## src/rtl/core/sfcd_pkg.sv

```systemverilog
package sfcd_pkg;

	localparam logic [15:0] CRC_INIT = 16'hFFFF;
	localparam logic [15:0] CRC_POLY = 16'hA001;
	localparam logic [15:0] MAG_MASK = 16'h7FFF;
	localparam logic [15:0] SIGN_BIT = 16'h8000;
	localparam int PAYLOAD_N = 4;

	// Byte positions within the frame.
	localparam logic [2:0] IDX_PAY_FIRST = 3'd2;
	localparam logic [2:0] IDX_PAY_LAST  = 3'd5;
	localparam logic [2:0] IDX_CRC_LO    = 3'd6;
	localparam logic [2:0] IDX_CRC_HI    = 3'd7;

	typedef struct packed {
		logic [7:0] rx_byte;
		logic       frame_start;
	} item_t;

	typedef struct packed {
		logic               crc_ok;
		logic        [15:0] humidity_tenths;
		logic signed [15:0] temperature_tenths;
	} result_t;

	// One byte of CRC-16/MODBUS, reflected, least significant bit first.
	function automatic logic [15:0] crc_feed(input logic [15:0] crc, input logic [7:0] b);
		logic [15:0] c;
		c = crc ^ {8'h00, b};
		for (int k = 0; k < 8; k++) begin
			if (c[0]) begin
				c = (c >> 1) ^ CRC_POLY;
			end else begin
				c = c >> 1;
			end
		end
		return c;
	endfunction

endpackage

```

## src/rtl/core/sensor_frame_crc_decoder.sv

```systemverilog
// A result is offered from the output register once frame byte 7 has left the input register.
// Throughput: one byte per cycle outside the stall below; each byte's CRC update is eight unrolled
// shift-and-XOR steps between the input register and the frame state, so bytes stream without gaps.
// A result waiting in the output register stalls input only while byte 7 sits in the input register.
// Reset (arst_n, asynchronous, active low) clears the frame count, sets the CRC to 0xFFFF
// and empties the input and output registers.
module sensor_frame_crc_decoder (
	input  logic              clk,
	input  logic              arst_n,
	input  logic              item_valid,
	output logic              item_ready,
	input  sfcd_pkg::item_t   item,
	output logic              result_valid,
	input  logic              result_ready,
	output sfcd_pkg::result_t result
);

	logic              valid_s1;
	sfcd_pkg::item_t   item_s1;
	logic              result_valid_q;
	sfcd_pkg::result_t result_q;

	logic              last;
	logic              out_free;
	logic              s1_go;
	sfcd_pkg::result_t engine_result;

	sfcd_frame_engine u_engine (
		.clk    (clk),
		.arst_n (arst_n),
		.step   (s1_go),
		.item   (item_s1),
		.last   (last),
		.result (engine_result)
	);

	// Only a byte that closes a frame needs room in the output register.
	assign out_free   = !result_valid_q || result_ready;
	assign s1_go      = valid_s1 && (!last || out_free);
	assign item_ready = !valid_s1 || s1_go;

	always_ff @(posedge clk or negedge arst_n) begin
		if (!arst_n) begin
			valid_s1       <= 1'b0;
			result_valid_q <= 1'b0;
		end else begin
			if (item_ready) begin
				valid_s1 <= item_valid;
			end
			if (s1_go && last) begin
				result_valid_q <= 1'b1;
			end else if (result_ready) begin
				result_valid_q <= 1'b0;
			end
		end
	end

	always_ff @(posedge clk) begin
		if (item_valid && item_ready) begin
			item_s1 <= item;
		end
		if (s1_go && last) begin
			result_q <= engine_result;
		end
	end

	assign result_valid = result_valid_q;
	assign result       = result_q;

endmodule

```

## src/rtl/core/sfcd_frame_engine.sv

```systemverilog
module sfcd_frame_engine (
	input  logic              clk,
	input  logic              arst_n,
	input  logic              step,
	input  sfcd_pkg::item_t   item,
	output logic              last,
	output sfcd_pkg::result_t result
);

	localparam logic [1:0] IDX_OFFSET = sfcd_pkg::IDX_PAY_FIRST[1:0];

	logic [2:0]  index_q;
	logic [15:0] crc_q;
	logic [7:0]  payload_q [sfcd_pkg::PAYLOAD_N];
	logic [7:0]  crc_lo_q;

	logic [2:0]  idx;
	logic [15:0] crc_base;
	logic [1:0]  payload_sel;
	logic [15:0] rx_crc;
	logic [15:0] hum_raw;
	logic [15:0] temp_word;
	logic [15:0] temp_mag;
	logic [15:0] temp_twos;
	logic        ok;

	// A start flag restarts the count and the CRC before the byte is taken.
	assign idx         = item.frame_start ? 3'd0 : index_q;
	assign crc_base    = item.frame_start ? sfcd_pkg::CRC_INIT : crc_q;
	assign payload_sel = idx[1:0] - IDX_OFFSET;
	assign last        = (idx == sfcd_pkg::IDX_CRC_HI);

	always_ff @(posedge clk or negedge arst_n) begin
		if (!arst_n) begin
			index_q <= 3'd0;
			crc_q   <= sfcd_pkg::CRC_INIT;
		end else if (step) begin
			index_q <= idx + 3'd1;
			if (idx <= sfcd_pkg::IDX_PAY_LAST) begin
				crc_q <= sfcd_pkg::crc_feed(crc_base, item.rx_byte);
			end else if (last) begin
				crc_q <= sfcd_pkg::CRC_INIT;
			end else begin
				crc_q <= crc_base;
			end
		end
	end

	always_ff @(posedge clk) begin
		if (step && idx >= sfcd_pkg::IDX_PAY_FIRST && idx <= sfcd_pkg::IDX_PAY_LAST) begin
			payload_q[payload_sel] <= item.rx_byte;
		end
		if (step && idx == sfcd_pkg::IDX_CRC_LO) begin
			crc_lo_q <= item.rx_byte;
		end
	end

	assign rx_crc    = {item.rx_byte, crc_lo_q};
	assign ok        = (rx_crc == crc_q);
	assign hum_raw   = {payload_q[0], payload_q[1]};
	assign temp_word = {payload_q[2], payload_q[3]};
	assign temp_mag  = temp_word & sfcd_pkg::MAG_MASK;
	// Sign-magnitude to two's complement; negative zero comes out as zero.
	assign temp_twos = ((temp_word & sfcd_pkg::SIGN_BIT) != 16'h0000) ? (16'h0000 - temp_mag)
	                                                                  : temp_mag;

	always_comb begin
		result.crc_ok             = ok;
		result.humidity_tenths    = ok ? hum_raw : 16'h0000;
		result.temperature_tenths = ok ? $signed(temp_twos) : 16'sh0000;
	end

endmodule

```

## config.mk

```make
export PLATFORM = sky130hd
export DESIGN_NAME = sensor_frame_crc_decoder
export DESIGN_NICKNAME = d
export VERILOG_FILES = /design/src/rtl/core/sfcd_pkg.sv /design/src/rtl/core/sensor_frame_crc_decoder.sv /design/src/rtl/core/sfcd_frame_engine.sv
export SDC_FILE = /design/constraint.sdc
export NUM_CORES = 1
export LEC_CHECK = 0
export ABC_AREA = 1
export BUFFER_PORTS_ARGS = -buffer_cell sky130_fd_sc_hd__buf_2
export CORE_MARGIN = 5
export CORE_UTILIZATION = 37
export CTS_CLUSTER_DIAMETER = 100
export CTS_CLUSTER_SIZE = 25
export DETAILED_ROUTE_END_ITERATION = 12
export GPL_ROUTABILITY_DRIVEN = 0
export HOLD_SLACK_MARGIN = 0.05
export PLACE_DENSITY = 0.56
export SETUP_SLACK_MARGIN = 0.2
export SYNTH_ARGS = -nofsm -noshare
export SYNTH_HDL_FRONTEND = slang
export SYNTH_SLANG_ARGS = --single-unit
```

## constraint.sdc

```tcl
create_clock -name clk -period 3.42 [get_ports clk]
set_input_delay 0 -clock clk [delete_from_list [all_inputs] [get_ports clk]]
set_output_delay 0 -clock clk [all_outputs]
set_load 0.02 [all_outputs]
```

==> summary.txt, run 1 <==
Route
  • DRT Pass-1 Iters: 5
  • Via Count: 3428
  • Post-route ant nets: 0
  • Wire per inst: roughly 14 microns
  • 1st-iter DRT viols: between 200 and 250
  • Via-to-Cell Ratio: 4.66
  • Residual DRC: 0
  • WL final: ~10000 microns

Synthesis
  • Syn_area_per_cell: 9.83 sq um
  • Share of the synthesized area in the top cell type: 0.510
  • Simple-gate share of the synthesized area: 0.186
  • Compound-Gate Fraction of Synth Area: 0.0778
  • Synthesis-stage register bit count: 103
  • Distinct cells, synth: 31
  • Gate Count Post-Synth: 491
  • Synth Area in XOR/XNOR: 0.0236
  • Post-Syn Nets: between 500 and 600
  • Main combinational cell family by area after synthesis: simple AND/OR/NAND/NOR gates
  • YS warnings: 0
  • Post-synth top area cell: edfxtp_1
  • Post-synth top flop: edfxtp_1
  • Cell Area, Synth: 0.00482 sq mm
  • Ranking of synthesized cells by area: edfxtp_1 (51%), dfstp_2 (8.7%), nand2_1 (8.0%)
  • Mux cell area share after synthesis: 0
  • Adder-Cell Fraction of Synth Area: 0.0156
  • Register area share after synthesis: 0.623
  • Async S/R FF share, synth: 0.204
  • EDFF count, synth: 82

Timing
  • Hold_ws: 0.178 ns
  • Skew final: 0.0103 ns
  • Setup_tns: 0 ns
  • Max-slew violations: 0
  • FMAX: between 0.3 and 0.4 GHz
  • Setup violators final: 0
  • RSZ-0062 raised after global routing: no
  • Actual slew at the worst max-slew pin: 0.680 ns
  • Fin. Hold Viols: 0
  • Final period utilization: 0.761
  • Relative slew slack: 0.545
  • Minimum clock period: 2.60 ns

Critical path
  • Setup crit start: item_s1[0]
  • Critical path type: reg2reg
  • R2r endpoint: result[20]
  • Critical Path Sink: result[20]
  • Worst Reg2Reg Path Length in Cells: 10
  • Crit path launch type: flip-flop
  • Reg2reg start: item_s1[0]
  • Crit Path Max Fanout: 33
  • R2R setup slack: 0.82 ns
  • Worst setup EP type: flip-flop
  • Worst EP arrival: 2.60 ns
  • Worst Path Required: 3.42 ns

Global route
  • Vias in the first global route: 3261
  • Grt ovf: 0
  • Initial antenna violation count: 0
  • Largest net degree at the start of global routing: 34
  • First-pass GRT wire length: 16700 microns
  • GR Util All Layers: 0.145

Finish
  • Layout cells sized above 1: 0.188
  • Fillers: 1266
  • Commonest non-fill, non-tap cell in the layout: nand2_1
  • ANT cells: 0
  • Most frequent cells in the layout: nand2_1 (103), edfxtp_1 (82), inv_1 (75), nor2_1 (60), buf_2 (47)
  • Fin nets: 578
  • Area grow syn2layout: 18.3%

Power
  • LEAKAGE: about 2.3 nW
  • Pwr Density: 533 mW/mm^2
  • Maximum VDD drop: 0.000268 V

Clocking
  • CTS H-Tree Depth: 3
  • Clock root cell: clkbuf_16
  • Num Clock Sinks: 103
  • Clock buffer count from CTS: 9
  • Later-pin clock latency in the skew report: 0.35 ns
  • Clock buffer depth: 2
  • Clock-pin slew on the worst setup and hold paths: 0.07 ns
  • CTS tree: built

Floorplanning
  • Core Region: 0.0127 sq mm
  • Ports: 48
  • Num rows: 41
  • Die height: around 120 microns
  • Initial Utilization: 0.379
  • DIE WIDTH: 124 microns
  • Die area: 0.0154 sq mm

Outcome
  • Status: complete, no violations

Placement
  • # port buffers: 47
  • HPWL Detailed: 7350 microns

Min path
  • Worst Hold Class: in2async

Run
  • Max-Cap Viols: 0
## metrics by stage
| step | cell area [sq um] | power [W] | util | setup slack [ns] | std cells |
|---|---|---|---|---|---|
| after CTS | 5710 | 0.00307 | 0.449 | 0.798 | 736 |
| after global routing | 5710 | 0.00320 | 0.449 | 0.533 | 736 |
| after floorplan | 4820 | 0.00190 | - | 0.779 | 491 |
| final | 5710 | 0.00304 | 0.449 | 0.816 | 736 |
| after detailed placement | 5280 | 0.00204 | 0.415 | 0.821 | 707 |
| after global placement | 5280 | 0.00203 | 0.415 | 0.919 | 707 |
## repair_timing
action | CTS | global route
endpoints found under the hold margin | 32 | 0
buffers inserted | 0 | 0
gates resized for setup | 0 | 0
hold buffers | 13 | 0
## synthesized netlist by cell type, types with 2 or more instances
cell      count
nand2_2       8
buf_2         4
nand3_1      16
a31oi_1       7
o22ai_1       3
xor2_1        6
or2_2         3
edfxtp_1     82
o21ai_0      35
nor2_4        2
nor2_1       60
nor3_1        6
dfstp_2      16
nand4_1       6
nor2_2        2
dfrtp_1       5
nor4_1        4
o21a_1        2
xnor2_1       7
buf_6         2
clkbuf_1      7
nand2_1     103
ha_1          6
inv_1        75
a21oi_1      18
## registers in the layout (all words and copies together) (netlist names)
register / count
item_s1: 9
valid_s1: 1
u_engine.crc_lo_q: 8
result: 33
u_engine.payload_q: 32
u_engine.crc_q: 16
result_valid: 1
u_engine.index_q: 3
## per-layer routing
layer  vias to the layer above  track usage  part of all wire
met1                      1557        0.195              0.45
met4                         0       0.0595             0.025
li1                       1746            -                 -
met3                        14       0.0341             0.065
met5                         -            0                 0
met2                       111        0.225              0.46
## layout make-up
cell class,instances,area (sq um),area share
Clock buffer,10,229,0.0401
Inverter,76,285,0.0500
Sequential cell,103,3010,0.527
Timing Repair Buffer,70,440,0.0772
Tap cell,172,215,0.0377
Clock inverter,6,67.6,0.0118
Multi-Input combinational cell,299,1460,0.256
## worst max-delay path: stages, from the launching register on
cell and delay (ns):
edfxtp_1 0.37, buf_4 0.26, nor2_2 0.09, ha_1 0.22
nand3_1 0.08, nand2_1 0.22, inv_1 0.14, buf_4 0.31
nand2_1 0.12, inv_1 0.07, buf_4 0.36
## worst min path at each step
stage,startpoint,end,slack [ns],cells after the start
2_1_floorplan,arst_n,result_valid,-0.30,0
3_3_place_gp,arst_n,u_engine.index_q[0],0.009,1
3_5_place_dp,arst_n,u_engine.index_q[0],0.009,1
4_1_cts,arst_n,u_engine.index_q[1],0.20,2
5_1_grt,arst_n,u_engine.index_q[1],0.22,2
6_report,arst_n,u_engine.index_q[1],0.18,2
## where the power goes
group          total [W]  internal [W]  switching (W)
clock network    0.00102      0.000571       0.000445
registers        0.00156       0.00147      0.0000842
logic           0.000470      0.000171       0.000299
total            0.00304       0.00222       0.000828
## cells by family after synthesis
logic type / count (synthesis)
xor gates and xnor gates: 13
buffers and inverters: 89
DFF: 103
adders and majority gates: 6
AOI/OAI and AO/OA: 69
and+or+nand+nor: 211
No activity file was read; power rests on OpenSTA's default activity.
==> run 2, diff against run 1 <==
--- a/config.mk
+++ b/config.mk
@@ -14,7 +14,7 @@
 export DETAILED_ROUTE_END_ITERATION = 12
 export GPL_ROUTABILITY_DRIVEN = 0
 export HOLD_SLACK_MARGIN = 0.05
-export PLACE_DENSITY = 0.56
+export PLACE_DENSITY = 0.58
 export SETUP_SLACK_MARGIN = 0.2
 export SYNTH_ARGS = -nofsm -noshare
 export SYNTH_HDL_FRONTEND = slang
==> constraint.sdc (replaced) <==
create_clock -name clk -period 2.2 [get_ports clk]
set_input_delay 0 -clock clk [delete_from_list [all_inputs] [get_ports clk]]
set_output_delay 0 -clock clk [all_outputs]
set_load 0.02 [all_outputs]
==> summary.txt, run 2 (synthesis results as in run 1) <==
Outcome
  • Status: complete, no violations

Power
  • NetSw: 0.00144 W
  • Switching share of power: 0.295
  • LEAKAGE: 2.50 nW
  • Comb pwr share: 0.187
  • Pwr Density: 781 mW/mm^2
  • Int Pwr: 0.00345 W
  • Maximum VDD drop: 0.000477 V
  • Power after layout: 0.00489 W
  • Clock share of power: 0.317
  • Sequential power share: 0.495

Finish
  • Max reg flops: 33
  • Commonest non-fill, non-tap cell in the layout: nand2_1
  • Area grow syn2layout: 29.8%
  • ANT cells: 0
  • Final std cells w/o fill: approximately 760
  • Most frequent cells in the layout: nand2_1 (88), edfxtp_1 (82), inv_1 (69), nor2_1 (49), buf_2 (47)
  • Fin nets: 606
  • Final core utilization: 0.492
  • Cell area after layout: between 0.006 and 0.007 sq mm
  • Layout cells sized above 1: 0.301
  • Fillers: 1188

Placement
  • Pre-CTS setup slack: 0.0661 ns
  • Area after DPL: between 0.005 and 0.006 sq mm
  • Placed Cells: between 700 and 800
  • HPWL Detailed: 7640 microns
  • # port buffers: 47

Timing
  • Minimum clock period: 1.97 ns
  • Skew final: 0.0102 ns
  • Fin. Hold Viols: 0
  • Actual slew at the worst max-slew pin: 0.548 ns
  • FMAX: 0.507 GHz
  • Relative slew slack: 0.634
  • Worst setup margin: 0.226 ns
  • RSZ-0062 raised after global routing: yes
  • Max-slew violations: 0
  • Setup violators final: 0
  • Final period utilization: 0.897

Route
  • Wire per inst: 14.6 microns
  • Residual DRC: 0
  • Via-to-Cell Ratio: 4.71
  • WL final: 11200 microns
  • DRT Pass-1 Iters: 5
  • Post-route ant nets: 0
  • 1st-iter DRT viols: 343
  • Via Count: about 3600

Critical path
  • Crit path max-delay family: simple AND/OR/NAND/NOR gates
  • Worst Reg2Reg Path Length in Cells: 9
  • Slowest-stage cell, CP: edfxtp_1
  • Reg2reg start: item_s1[0]
  • Crit Path Max Fanout: 8
  • Crit path launch type: flip-flop
  • Worst Path Required: 2.24 ns
  • Crit path depth: 9
  • Worst EP arrival: 2.01 ns
  • Critical Path Sink: u_engine.payload_q[1][7]
  • R2R setup slack: around 0.23 ns
  • R2r endpoint: u_engine.payload_q[1][7]
  • Crit path cell chain: buf_6 -> nor2_4 -> ha_4 -> ha_4 -> nand3_2 -> nand2_2 -> inv_2 -> nand3_4 -> nor2_4
  • Setup crit start: item_s1[0]
  • Critical path type: reg2reg
  • CP Buf/Inv Count: 2
  • Worst setup EP type: flip-flop
  • Slowest Stage Delay on Critical Path: 0.40 ns

Clocking
  • CTS H-Tree Depth: 3
  • Clock buffer count from CTS: 9
  • Clock buffer depth: 2
  • CTS tree: built
  • Clock root cell: clkbuf_16
  • Clock-pin slew on the worst setup and hold paths: 0.07 ns
  • Later-pin clock latency in the skew report: 0.35 ns
  • Num Clock Sinks: between 100 and 150

Global route
  • Vias in the first global route: 3266
  • Grt ovf: 0
  • Initial antenna violation count: 0
  • First-pass GRT wire length: around 17000 microns
  • GR Util All Layers: 0.149
  • Largest net degree at the start of global routing: 34

Floorplanning
  • DIE WIDTH: 124 microns
  • Die area: around 0.015 sq mm
  • Die height: about 120 microns
  • Ports: 48
  • Core Region: about 0.013 sq mm
  • Initial Utilization: 0.379
  • Num rows: ~40

Run
  • Max-Cap Viols: 0

Min path
  • Worst Hold Class: in2async
==> run 2: timing repair <==
action | CTS | global route
hold buffers | 12 | 0
resized for setup | 4 | 44
hold endpoints to repair | 32 | 0
setup buffers | 2 | 14
pin swaps | 3 | 20
gates cloned | 1 | 2
endpoints found under the setup margin | 23 | 46
==> run 2: how the worst min path moves through the flow <==
| stage | from | endpoint | cells past startpoint |
|---|---|---|---|
| 2_1_floorplan | arst_n | result_valid | 0 |
| 3_3_place_gp | arst_n | valid_s1 | 1 |
| 3_5_place_dp | arst_n | valid_s1 | 1 |
| 4_1_cts | arst_n | valid_s1 | 2 |
| 5_1_grt | arst_n | result_valid | 2 |
| 6_report | arst_n | valid_s1 | 2 |
==> run 2: final cells by class <==
| cell class | instances | area (sq um) | area share |
|---|---|---|---|
| clock buffers | 9 | 225 | 0.0360 |
| clock inverters | 7 | 62.6 | 0.00999 |
| inverters | 76 | 305 | 0.0488 |
| multi-input cells | 299 | 1670 | 0.267 |
| flip-flops and latches | 103 | 3010 | 0.480 |
| well taps | 172 | 215 | 0.0344 |
| repair buffers | 97 | 766 | 0.122 |
| repair inverters | 1 | 7.51 | 0.00120 |
==> run 2: per-stage QoR <==
stage | TNS, ns | hold WS, ns
6_report | 0 | 0.176
5_1_grt | 0 | 0.226
4_1_cts | 0 | 0.187
3_5_place_dp | 0 | 0.0152
3_3_place_gp | 0 | 0.00896
2_1_floorplan | -2.07 | -0.296
==> run 2: power groups by stage <==
stage | clock [W] | sequential, W | combinational (W)
after detailed placement | 0 | 0.00245 | 0.000773
after global placement | 0 | 0.00244 | 0.000768
final | 0.00155 | 0.00242 | 0.000915
after CTS | 0.00161 | 0.00240 | 0.000805
after floorplan | 0 | 0.00242 | 0.000578
after global routing | 0.00169 | 0.00244 | 0.00102
==> run 2: routing by layer <==
layer	part of all wire	up-vias	track usage
met5	0	-	0
met4	0.020	0	0.0486
met3	0.057	16	0.0400
met2	0.49	110	0.251
met1	0.43	1654	0.188
li1	-	1816	-
==> run 3, diff against run 2 <==
--- a/config.mk
+++ b/config.mk
@@ -8,13 +8,13 @@
 export ABC_AREA = 1
 export BUFFER_PORTS_ARGS = -buffer_cell sky130_fd_sc_hd__buf_2
 export CORE_MARGIN = 5
-export CORE_UTILIZATION = 37
-export CTS_CLUSTER_DIAMETER = 100
+export CORE_UTILIZATION = 30
+export CTS_CLUSTER_DIAMETER = 50
 export CTS_CLUSTER_SIZE = 25
 export DETAILED_ROUTE_END_ITERATION = 12
 export GPL_ROUTABILITY_DRIVEN = 0
 export HOLD_SLACK_MARGIN = 0.05
-export PLACE_DENSITY = 0.58
+export PLACE_DENSITY = 0.5
 export SETUP_SLACK_MARGIN = 0.2
 export SYNTH_ARGS = -nofsm -noshare
 export SYNTH_HDL_FRONTEND = slang
==> summary.txt, run 3 (synthesis results as in run 1) <==
Finish
  • Most frequent cells in the layout: nand2_1 (86), edfxtp_1 (82), inv_1 (70), nor2_1 (49), buf_2 (47)
  • Commonest non-fill, non-tap cell in the layout: nand2_1
  • Area grow syn2layout: 29.2%
  • Multi-input logic area: 0.00168 sq mm
  • Layout cells sized above 1: 0.291
  • Final core utilization: 0.394
  • Fin nets: approximately 600
  • Cell area after layout: 0.00623 sq mm
  • Fillers: 1543
  • ANT cells: 0
  • Max reg flops: 33
  • Storage cell area: around 0.003 sq mm

Route
  • 1st-iter DRT viols: 181
  • Via Count: 3610
  • Residual DRC: 0
  • Via-to-Cell Ratio: 4.51
  • Post-route ant nets: 0
  • WL final: 11500 microns
  • DRT Pass-1 Iters: 5
  • Wire per inst: 14.3 microns

Clocking
  • Clock buffer count from CTS: 9
  • CTS H-Tree Depth: 3
  • Clock-pin slew on the worst setup and hold paths: approximately 0.070 ns
  • Later-pin clock latency in the skew report: approximately 0.35 ns
  • CTS tree: built
  • Clock buffer depth: 2
  • Clock root cell: clkbuf_16
  • Num Clock Sinks: 103

Floorplanning
  • Num rows: 46
  • Die area: 0.0187 sq mm
  • Ports: 48
  • Initial Utilization: 0.305
  • Core Region: 0.0158 sq mm
  • DIE WIDTH: 137 microns
  • Die height: 137 microns

Critical path
  • Crit path cell chain: buf_6 -> nor2_4 -> ha_4 -> ha_4 -> nand3_2 -> nand2_2 -> inv_4 -> nand2_4 -> clkinvlp_4 -> buf_12
  • Worst setup EP type: flip-flop
  • Crit Path Max Fanout: 33
  • Slowest-stage cell, CP: edfxtp_1
  • Cell mode on critical path: ha_4
  • Critical path type: reg2reg
  • Worst EP arrival: about 2.1 ns
  • CP Buf/Inv Count: 4
  • Crit path max-delay family: buffers and inverters
  • Crit path launch type: flip-flop
  • Worst Path Required: about 2.3 ns
  • Slowest Stage Delay on Critical Path: 0.44 ns

Global route
  • First-pass GRT wire length: about 18000 microns
  • Largest net degree at the start of global routing: 34
  • Vias in the first global route: around 3500
  • Grt ovf: 0
  • Initial antenna violation count: 0
  • GR Util All Layers: 0.127

Timing
  • FMAX: 0.504 GHz
  • Final period utilization: 0.902
  • Relative slew slack: 0.646
  • Skew final: 0.00971 ns
  • Minimum clock period: a little under 2 ns
  • Worst setup margin: 0.217 ns
  • RSZ-0062 raised after global routing: yes
  • Setup violators final: 0
  • Actual slew at the worst max-slew pin: 0.531 ns
  • Fin. Hold Viols: 0
  • Hold_ws: 0.178 ns
  • Max-slew violations: 0

Run
  • Max-Cap Viols: 0

Outcome
  • Status: complete, no violations

Placement
  • HPWL Detailed: 8080 microns
  • # port buffers: 47
  • Pre-CTS setup slack: 0.198 ns
  • Area after DPL: 0.00554 sq mm

Power
  • Pwr Density: 805 mW/mm^2
  • LEAKAGE: 2.48 nW
  • Maximum VDD drop: about 0.00039 V
  • Power after layout: roughly 0.005 W

Min path
  • Worst Hold Class: in2async
run 3: changes by cell type in the layout (fill, tap and decap cells not counted), sizes merged:
cell          previous run  this run
clkbuf                  11         9
clkinvlp                 3         2
clkinv                   3         2
bufinv                   0         1
dlymetal6s4s             0         1
buf                     83        77
run 3: worst reg2reg max path, cell delays in order (launching register included):
cell	delay (ns)
edfxtp_1	0.44
buf_6	0.16
nor2_4	0.17
ha_4	0.18
ha_4	0.16
nand3_2	0.07
nand2_2	0.10
inv_4	0.07
nand2_4	0.07
clkinvlp_4	0.09
buf_12	0.17
run 3: final cells by class:
cell class / instances / share of cell area
clock buffer: 9 / 0.0361
timing repair buffer: 90 / 0.105
multi-input combinational: 299 / 0.270
clock inverter: 7 / 0.0143
inverter: 76 / 0.0486
tap: 216 / 0.0434
sequential: 103 / 0.483
run 3: final timing paths:
| kind | from | cells after the start | slack, ns | to |
|---|---|---|---|---|
| worst max-delay path | item_s1[0] | 10 | 0.22 | result[26] |
| worst min-delay path | arst_n | 2 | 0.18 | result_valid |
| worst max register to register | item_s1[0] | 10 | 0.22 | result[26] |
| worst min register to register | u_engine.index_q[0] | 2 | 0.51 | u_engine.index_q[0] |
| max in group asynchronous | arst_n | 2 | 1.66 | u_engine.crc_q[3] |
| min in group clk | item[4] | 2 | 0.36 | item_s1[4] |
run 3: per-layer routing:
| layer | global-route usage | wire length (microns) | vias to the layer above |
|---|---|---|---|
| met4 | 0.0527 | 319 | 0 |
| met2 | 0.205 | 5330 | 92 |
| met3 | 0.0382 | 571 | 23 |
| met1 | 0.160 | 5240 | 1702 |
| met5 | 0 | 0 | - |
| li1 | - | - | 1793 |
run 3: metrics by stage:
stage	TNS, ns	cells
after global placement	0	761
after global routing	0	800
final	0	800
after CTS	0	790
after floorplan	-2.07	491
after detailed placement	0	761
run 3: power by group:
part	total (W)	internal (W)	switching, W
sequential	0.00242	0.00229	0.000127
combinational	0.000923	0.000355	0.000567
clock	0.00168	0.000911	0.000769
run 3: what timing repair did:
item | 4_1_cts | 5_1_grt
gates resized for setup | 2 | 51
pin swaps | 0 | 13
setup buffers | 0 | 10
hold buffers | 13 | 0
hold endpoints to repair | 32 | 0
setup endpoints to repair | 4 | 82
